[src/jdr_pkg.sv]
// ============================================================================
// jdr_pkg
// Shared types and constants for the joystick direction, auto-repeat and
// button debounce block.
// ============================================================================
package jdr_pkg;

    // Default number of samples averaged into the centre
    localparam int CAL_SAMPLES_DEF = 32;

    // Field widths
    localparam int AXIS_W  = 16;
    localparam int TICK_W  = 32;
    localparam int CFG16_W = 16;

    // Configuration register indexes
    localparam int CFG_IDX_W = 3;
    typedef enum logic [CFG_IDX_W-1:0] {
        CFG_DEADZONE       = 3'd0,
        CFG_THRESHOLD      = 3'd1,
        CFG_INVERT_Y       = 3'd2,
        CFG_REPEAT_INITIAL = 3'd3,
        CFG_REPEAT_PERIOD  = 3'd4,
        CFG_DEBOUNCE       = 3'd5
    } cfg_idx_t;

    // Configuration reset values
    localparam logic [CFG16_W-1:0] DEADZONE_RST       = 16'd4000;
    localparam logic [CFG16_W-1:0] THRESHOLD_RST      = 16'd12000;
    localparam logic               INVERT_Y_RST       = 1'b0;
    localparam logic [CFG16_W-1:0] REPEAT_INITIAL_RST = 16'd300;
    localparam logic [CFG16_W-1:0] REPEAT_PERIOD_RST  = 16'd120;
    localparam logic [CFG16_W-1:0] DEBOUNCE_RST       = 16'd30;

    // Direction codes
    typedef enum logic [2:0] {
        DIR_NEUTRAL = 3'd0,
        DIR_UP      = 3'd1,
        DIR_DOWN    = 3'd2,
        DIR_LEFT    = 3'd3,
        DIR_RIGHT   = 3'd4
    } dir_t;

    // One joystick sample
    typedef struct packed {
        logic [AXIS_W-1:0] x_sample;
        logic [AXIS_W-1:0] y_sample;
        logic              button_pressed;
        logic [TICK_W-1:0] tick_now;
    } jdr_in_t;

    // One result
    typedef struct packed {
        logic [2:0] direction_event;
        logic       select_event;
        logic       calibrating;
    } jdr_out_t;

endpackage

[src/joystick_direction_repeat_debounce.sv]
// ============================================================================
// joystick_direction_repeat_debounce
// Joystick sample decoder: centre calibration, deadzone, direction
// classification with auto-repeat, and debounced select button.
// ============================================================================
// Usage:
//   in_valid/in_ready/in_data carry one joystick sample per request;
//   out_valid/out_ready/out_data return exactly one result per request, in
//   order. cfg_valid/cfg_ready/cfg_index/cfg_data write the six settings
//   (cfg_ready is always high); write them only while the block is idle.
//   A request passes the input register, then the decode logic into the
//   result register. Throughput is one sample per cycle while the receiver
//   does not stall, set by the single decode stage.
//   The first CAL_SAMPLES samples after reset are summed as they are taken;
//   their averages become the centre (a registered reciprocal multiply of
//   the sums) and those results carry calibrating = 1 with no events.
//   Reset restores the default settings, clears calibration, the held
//   direction, the repeat deadline and the debounced button state.
//   When the receiver stalls, the result register holds and the input
//   register fills; in_ready drops only when both are occupied.
// ============================================================================
module joystick_direction_repeat_debounce #(
    parameter int CAL_SAMPLES = jdr_pkg::CAL_SAMPLES_DEF
) (
    input  logic                                clk,
    input  logic                                rst_n,
    input  logic                                in_valid,
    output logic                                in_ready,
    input  jdr_pkg::jdr_in_t                    in_data,
    output logic                                out_valid,
    input  logic                                out_ready,
    output jdr_pkg::jdr_out_t                   out_data,
    input  logic                                cfg_valid,
    output logic                                cfg_ready,
    input  logic [jdr_pkg::CFG_IDX_W-1:0]       cfg_index,
    input  logic [jdr_pkg::CFG16_W-1:0]         cfg_data
);
    import jdr_pkg::*;

    // Calibration sizing and reciprocal for the centre average
    localparam int CNT_W   = $clog2(CAL_SAMPLES + 1);
    localparam int LOG_C   = $clog2(CAL_SAMPLES);
    localparam int SUM_W   = AXIS_W + LOG_C;
    localparam int SHIFT   = SUM_W + LOG_C;
    localparam int RECIP_W = SUM_W + 1;
    localparam int PROD_W  = SUM_W + RECIP_W;
    localparam logic [63:0] RECIP_FULL =
        ((64'd1 << SHIFT) + 64'(CAL_SAMPLES) - 64'd1) / 64'(CAL_SAMPLES);
    localparam logic [RECIP_W-1:0] RECIP = RECIP_FULL[RECIP_W-1:0];
    localparam logic [CNT_W-1:0]   CAL_DONE = CNT_W'(CAL_SAMPLES);

    // Magnitude of a 17-bit signed offset
    function automatic logic [AXIS_W-1:0] mag17(input logic signed [AXIS_W:0] v);
        logic signed [AXIS_W:0] neg;
        neg = -v;
        return v[AXIS_W] ? neg[AXIS_W-1:0] : v[AXIS_W-1:0];
    endfunction

    // Settings
    logic [CFG16_W-1:0] deadzone_reg, threshold_reg;
    logic               invert_y_reg;
    logic [CFG16_W-1:0] rep_init_reg, rep_period_reg, debounce_reg;

    // Calibration state
    logic [CNT_W-1:0]   calib_cnt_reg;
    logic [SUM_W-1:0]   sum_x_reg, sum_y_reg;
    logic [AXIS_W-1:0]  center_x_reg, center_y_reg;
    logic [PROD_W-1:0]  prod_x, prod_y;

    // Decode state
    dir_t               prev_dir_reg, prev_dir_next;
    logic [TICK_W-1:0]  deadline_reg, deadline_next;
    logic               press_reg, press_next;
    logic [TICK_W-1:0]  last_chg_reg, last_chg_next;

    // Pipeline registers
    logic               in_valid_reg;
    jdr_in_t            in_data_reg;
    logic               in_cal_reg;
    logic               out_valid_reg;
    jdr_out_t           out_data_reg, out_data_next;

    logic               in_accept, advance, cal_phase;

    // Handshake
    assign advance   = in_valid_reg && (!out_valid_reg || out_ready);
    assign in_ready  = !in_valid_reg || advance;
    assign in_accept = in_valid && in_ready;
    assign cfg_ready = 1'b1;
    assign out_valid = out_valid_reg;
    assign out_data  = out_data_reg;
    assign cal_phase = (calib_cnt_reg != CAL_DONE);

    // Configuration writes
    always_ff @(posedge clk or negedge rst_n)
    begin
        if (!rst_n)
        begin
            deadzone_reg   <= DEADZONE_RST;
            threshold_reg  <= THRESHOLD_RST;
            invert_y_reg   <= INVERT_Y_RST;
            rep_init_reg   <= REPEAT_INITIAL_RST;
            rep_period_reg <= REPEAT_PERIOD_RST;
            debounce_reg   <= DEBOUNCE_RST;
        end
        else if (cfg_valid)
        begin
            case (cfg_index)
                CFG_DEADZONE:       deadzone_reg   <= cfg_data;
                CFG_THRESHOLD:      threshold_reg  <= cfg_data;
                CFG_INVERT_Y:       invert_y_reg   <= cfg_data[0];
                CFG_REPEAT_INITIAL: rep_init_reg   <= cfg_data;
                CFG_REPEAT_PERIOD:  rep_period_reg <= cfg_data;
                CFG_DEBOUNCE:       debounce_reg   <= cfg_data;
                default:            ;
            endcase
        end
    end

    // Calibration sums, taken as each request is accepted during calibration
    always_ff @(posedge clk or negedge rst_n)
    begin
        if (!rst_n)
        begin
            calib_cnt_reg <= '0;
            sum_x_reg     <= '0;
            sum_y_reg     <= '0;
        end
        else if (in_accept && cal_phase)
        begin
            calib_cnt_reg <= calib_cnt_reg + CNT_W'(1);
            sum_x_reg     <= sum_x_reg + SUM_W'(in_data.x_sample);
            sum_y_reg     <= sum_y_reg + SUM_W'(in_data.y_sample);
        end
    end

    // Centre = floor(sum / CAL_SAMPLES) by reciprocal multiply; sums freeze
    // once calibration ends, so the centre settles in the cycle after that
    assign prod_x = PROD_W'(sum_x_reg) * PROD_W'(RECIP);
    assign prod_y = PROD_W'(sum_y_reg) * PROD_W'(RECIP);

    always_ff @(posedge clk)
    begin
        center_x_reg <= prod_x[SHIFT +: AXIS_W];
        center_y_reg <= prod_y[SHIFT +: AXIS_W];
    end

    // Input register
    always_ff @(posedge clk or negedge rst_n)
    begin
        if (!rst_n)
            in_valid_reg <= 1'b0;
        else if (in_ready)
            in_valid_reg <= in_valid;
    end

    always_ff @(posedge clk)
    begin
        if (in_accept)
        begin
            in_data_reg <= in_data;
            in_cal_reg  <= cal_phase;
        end
    end

    // Direction classification
    logic signed [AXIS_W:0]   dx, dy_raw, dy, dxz, dyz;
    logic [AXIS_W-1:0]        mag_x, mag_y;
    logic signed [AXIS_W+1:0] dx_w, dy_w, th_pos, th_neg;
    dir_t                     dir;

    always_comb
    begin
        dx     = $signed({1'b0, in_data_reg.x_sample}) - $signed({1'b0, center_x_reg});
        dy_raw = $signed({1'b0, in_data_reg.y_sample}) - $signed({1'b0, center_y_reg});
        dy     = invert_y_reg ? -dy_raw : dy_raw;
        dxz    = (mag17(dx) < deadzone_reg) ? '0 : dx;
        dyz    = (mag17(dy) < deadzone_reg) ? '0 : dy;
        mag_x  = mag17(dxz);
        mag_y  = mag17(dyz);
        dx_w   = {dxz[AXIS_W], dxz};
        dy_w   = {dyz[AXIS_W], dyz};
        th_pos = $signed({2'b00, threshold_reg});
        th_neg = -th_pos;
        dir    = DIR_NEUTRAL;
        if (dxz == '0 && dyz == '0)
            dir = DIR_NEUTRAL;
        else if (mag_x >= mag_y)
        begin
            if (dx_w > th_pos)
                dir = DIR_RIGHT;
            else if (dx_w < th_neg)
                dir = DIR_LEFT;
        end
        else
        begin
            if (dy_w > th_pos)
                dir = DIR_UP;
            else if (dy_w < th_neg)
                dir = DIR_DOWN;
        end
    end

    // Repeat and debounce decisions, result assembly
    logic [TICK_W-1:0] now, elapsed;

    always_comb
    begin
        now           = in_data_reg.tick_now;
        elapsed       = now - last_chg_reg;
        prev_dir_next = prev_dir_reg;
        deadline_next = deadline_reg;
        press_next    = press_reg;
        last_chg_next = last_chg_reg;
        out_data_next = '0;
        if (in_cal_reg)
            out_data_next.calibrating = 1'b1;
        else
        begin
            // direction change or held repeat
            if (dir != prev_dir_reg)
            begin
                prev_dir_next = dir;
                if (dir != DIR_NEUTRAL)
                begin
                    out_data_next.direction_event = dir;
                    deadline_next = now + TICK_W'(rep_init_reg);
                end
            end
            else if (dir != DIR_NEUTRAL && now >= deadline_reg)
            begin
                out_data_next.direction_event = dir;
                deadline_next = now + TICK_W'(rep_period_reg);
            end
            // debounced button
            if (in_data_reg.button_pressed != press_reg
                && elapsed >= TICK_W'(debounce_reg))
            begin
                press_next    = in_data_reg.button_pressed;
                last_chg_next = now;
                out_data_next.select_event = in_data_reg.button_pressed;
            end
        end
    end

    // Decode state and result valid
    always_ff @(posedge clk or negedge rst_n)
    begin
        if (!rst_n)
        begin
            prev_dir_reg  <= DIR_NEUTRAL;
            deadline_reg  <= '0;
            press_reg     <= 1'b0;
            last_chg_reg  <= '0;
            out_valid_reg <= 1'b0;
        end
        else
        begin
            if (advance)
            begin
                prev_dir_reg <= prev_dir_next;
                deadline_reg <= deadline_next;
                press_reg    <= press_next;
                last_chg_reg <= last_chg_next;
            end
            if (advance)
                out_valid_reg <= 1'b1;
            else if (out_ready)
                out_valid_reg <= 1'b0;
        end
    end

    // Result register
    always_ff @(posedge clk)
    begin
        if (advance)
            out_data_reg <= out_data_next;
    end

endmodule

[config.mk]
export PLATFORM = sky130hd
export DESIGN_NAME = joystick_direction_repeat_debounce
export DESIGN_NICKNAME = d
export VERILOG_FILES = /design/src/jdr_pkg.sv /design/src/joystick_direction_repeat_debounce.sv
export SDC_FILE = /design/constraint.sdc
export NUM_CORES = 1
export LEC_CHECK = 0
export BUFFER_PORTS_ARGS = -buffer_cell sky130_fd_sc_hd__buf_2
export CORE_ASPECT_RATIO = 1.4
export CORE_MARGIN = 3
export CORE_UTILIZATION = 40
export DETAILED_ROUTE_END_ITERATION = 16
export PLACE_DENSITY_LB_ADDON = 0.2
export SETUP_SLACK_MARGIN = 0.4
export SYNTH_ARGS = -nofsm -noshare
export SYNTH_HDL_FRONTEND = slang
export SYNTH_SLANG_ARGS = --single-unit
[constraint.sdc]
create_clock -name clk -period 26.1 [get_ports clk]
set_clock_uncertainty 0.1 [all_clocks]
set_input_delay 5.22 -clock clk [delete_from_list [all_inputs] [get_ports clk]]
set_output_delay 5.22 -clock clk [all_outputs]
set_load 0.02 [all_outputs]
==> flow_summary.toml <==
[finish]
multiInputGateArea_mm2 = 0.0132
register_area_mm2 = 0.00778
drive_gt1_share_pct = 13.2
n_fill_cell = 5227
n_antenna_cell = 0
syn_to_final_growth_pct = 11.3
nets = 2767
instances_no_fill = 3134
largest_reg_flops = 33

[routing]
antenna_left = 0
vias_per_cell = 5.39
drtIter0Drc = 736
routed_wl_mm = 55.8
drc = 0
vias = 16900
dr.pass1.iters = 5
wl_per_cell_um = 17.8

[synthesis]
synth.yosys.warnings = 0
syn-cell-area_mm2 = 0.0219
synth-main-ff-cell = "dfrtp_1"
yosysSeqAreaShare_pct = 35.5
ys_ff_latch = 302
syn_inst = 2295
syn_avg_cell_area_um2 = 9.55
synth_area_leader_cell = "dfrtp_1"
ys_types = 90
synth-edff-count = 71
yosysMostFrequentCell = "ha_1"
synthArstFlopShare_pct = 65.9
syn_nets = 2669
yosys-top-cells-area = "dfrtp_1, ha_1, edfxtp_1"
yosysTopAreaCellShare_pct = 19.9
synthTopCellsByCount = "ha_1, inv_1, nand2_1, dfrtp_1, o21ai_0"

[global_route]
antenna_found_initial = 0
gr-total-overflow = 0
grt_usage_pct = 19.4
grt_pass1_wl_mm = 90.6
grt_max_degree = 73
grt_pass1_vias = 17600

[floorplan]
pin_count = 97
num_rows = 100
fp.dieH_um = 283
initial_core_util_pct = 40.9
die_w_um = 204
dieArea_mm2 = 0.0577
core_mm2 = 0.0537

[clocking]
cts-root-buf = "clkbuf_16"
clock_sink_count = 302
h-tree-depth = 2
hold_buffers = 0
cts_setup_buffers = 0
cts_max_path_buffers = 3
clock_latency_ns = 0.56
ctsResizeCount = 0
cts_tree = "yes"
cts_buffers = 35
clk_pin_slew_worst_paths_ns = 0.06

[worst_setup_path]
crit_fanout = 23
crit_path_end = "deadline_reg[28]$_DFFE_PN0P_"
critPathMaxStageDelay_ns = 0.79
startpoint_type = "flip-flop"
reg2reg_from = "in_data_reg[35]$_DFFE_PP_"
end_kind = "flip-flop"
required_ns = 26.40
criticalPathCategory = "flip-flop to flip-flop"
cpMaxStageDelayCell = "xor2_2"
worst-r2r-cell-count = 50
rr_endpoint = "deadline_reg[28]$_DFFE_PN0P_"
path_depth = 50
cp-startpoint = "in_data_reg[35]$_DFFE_PP_"
crit_path_frequent_cell = "a21oi_1"
crit_arrival_ns = 13.87
r2r_slack_ns = 12.53
path_delay_family = "simple AND/OR/NAND/NOR gates"
critPathBufInv = 1

[sta]
period_share_pct = 52.0
slew_headroom_pct = 18.5
hold_violations = 0
rsz0062_at_grt = "false"
finalSetupTns_ns = 0
tightest_slew_ns = 1.19
finalSetupViolations = 0
fmax_mhz = 73.7
min_period_ns = 13.57
drv_slew = 0

[hold_path]
hold_path.class = "flip-flop to flip-flop"
min_from = "sum_y_reg[20]$_DFFE_PN0P_"

[placed_design]
port_buffers = 95
hpwl_mm = 44.0
gp_congestion = 0.945
dpl.cell_count = 3070

[flow_run]
drv_cap = 0

[outcome]
status = "finished, final reports clean"
==> cells in the final DEF, fill, tap and decap left out, types with 16 or more instances in the layout <==
cell type / instances
a21o_1: 56
a21oi_1: 140
a31oi_1: 18
and3_1: 24
buf_2: 94
clkbuf_16: 37
dfrtp_1: 174
dfstp_2: 25
dfxtp_1: 32
edfxtp_1: 71
ha_1: 279
inv_1: 206
mux2_2: 89
mux2i_1: 31
nand2_1: 185
nand2b_1: 25
nand3_1: 44
nand4_1: 28
nor2_1: 117
nor2b_1: 41
nor3_1: 33
o211ai_1: 20
o21a_1: 35
o21ai_0: 157
o21bai_1: 16
o31ai_1: 17
xnor2_1: 110
xor2_1: 65
==> worst reg2reg max path, delay by kind of cell (launching register included) <==
family	cells	cell delay, ns
xor gates and xnor gates	5	1.60
buffers and inverters	1	0.18
DFF	1	0.38
muxes	3	0.62
and+or+nand+nor	17	4.62
adders and majority gates	5	1.55
AOI/OAI and AO/OA	19	4.39
==> per-stage QoR <==
step	setup WS, ns	hold WS (ns)	cell area [um2]	utilization (%)
after floorplan	15.18	0.265	21900	-
after global placement	13.04	0.282	23200	43.3
after detailed placement	12.62	0.281	23200	43.3
after CTS	12.58	0.294	24400	45.5
after global routing	11.24	0.302	24400	45.5
final	12.53	0.291	24400	45.5
==> cells by family after synthesis <==
group	synth area share (%)
adder cells (fa/ha/maj)	16.5
XOR/XNOR	7.14
flip-flops	35.5
AND/OR/NAND/NOR	12.9
multiplexers	7.22
AO/OA/AOI/OAI	16.3
buffers and inverters	4.45
other	0.0171
==> final cells by class <==
cell class	instances	area share [%]
clock inverter	21	0.774
sequential	302	31.9
timing repair buffer	107	2.35
clock buffer	43	4.01
inverter	206	3.17
multi-input combinational	1741	54.1
tap	714	3.66
==> worst min-delay path by stage <==
stage | to | cells after the start
after floorplan | center_x_reg[15]$_DFF_P_ | 0
after global placement | center_x_reg[15]$_DFF_P_ | 0
after detailed placement | center_x_reg[15]$_DFF_P_ | 0
after CTS | center_x_reg[15]$_DFF_P_ | 0
after global routing | center_x_reg[15]$_DFF_P_ | 0
final | center_y_reg[15]$_DFF_P_ | 0
==> layer usage <==
metal  share of wire [%]  up-vias  track usage, %  wire length (um)
li1                    -     8409               -                 -
met1                  41     8083            21.9             22600
met2                  52      283            36.1             28900
met3                 3.1      124            2.63              1750
met4                 4.4        0            8.02              2460
met5                   0        -               0                 0
Power is left out: the tool's default activity adds up to more than one toggle a clock period on the data nets, which glitch-free logic cannot reach.
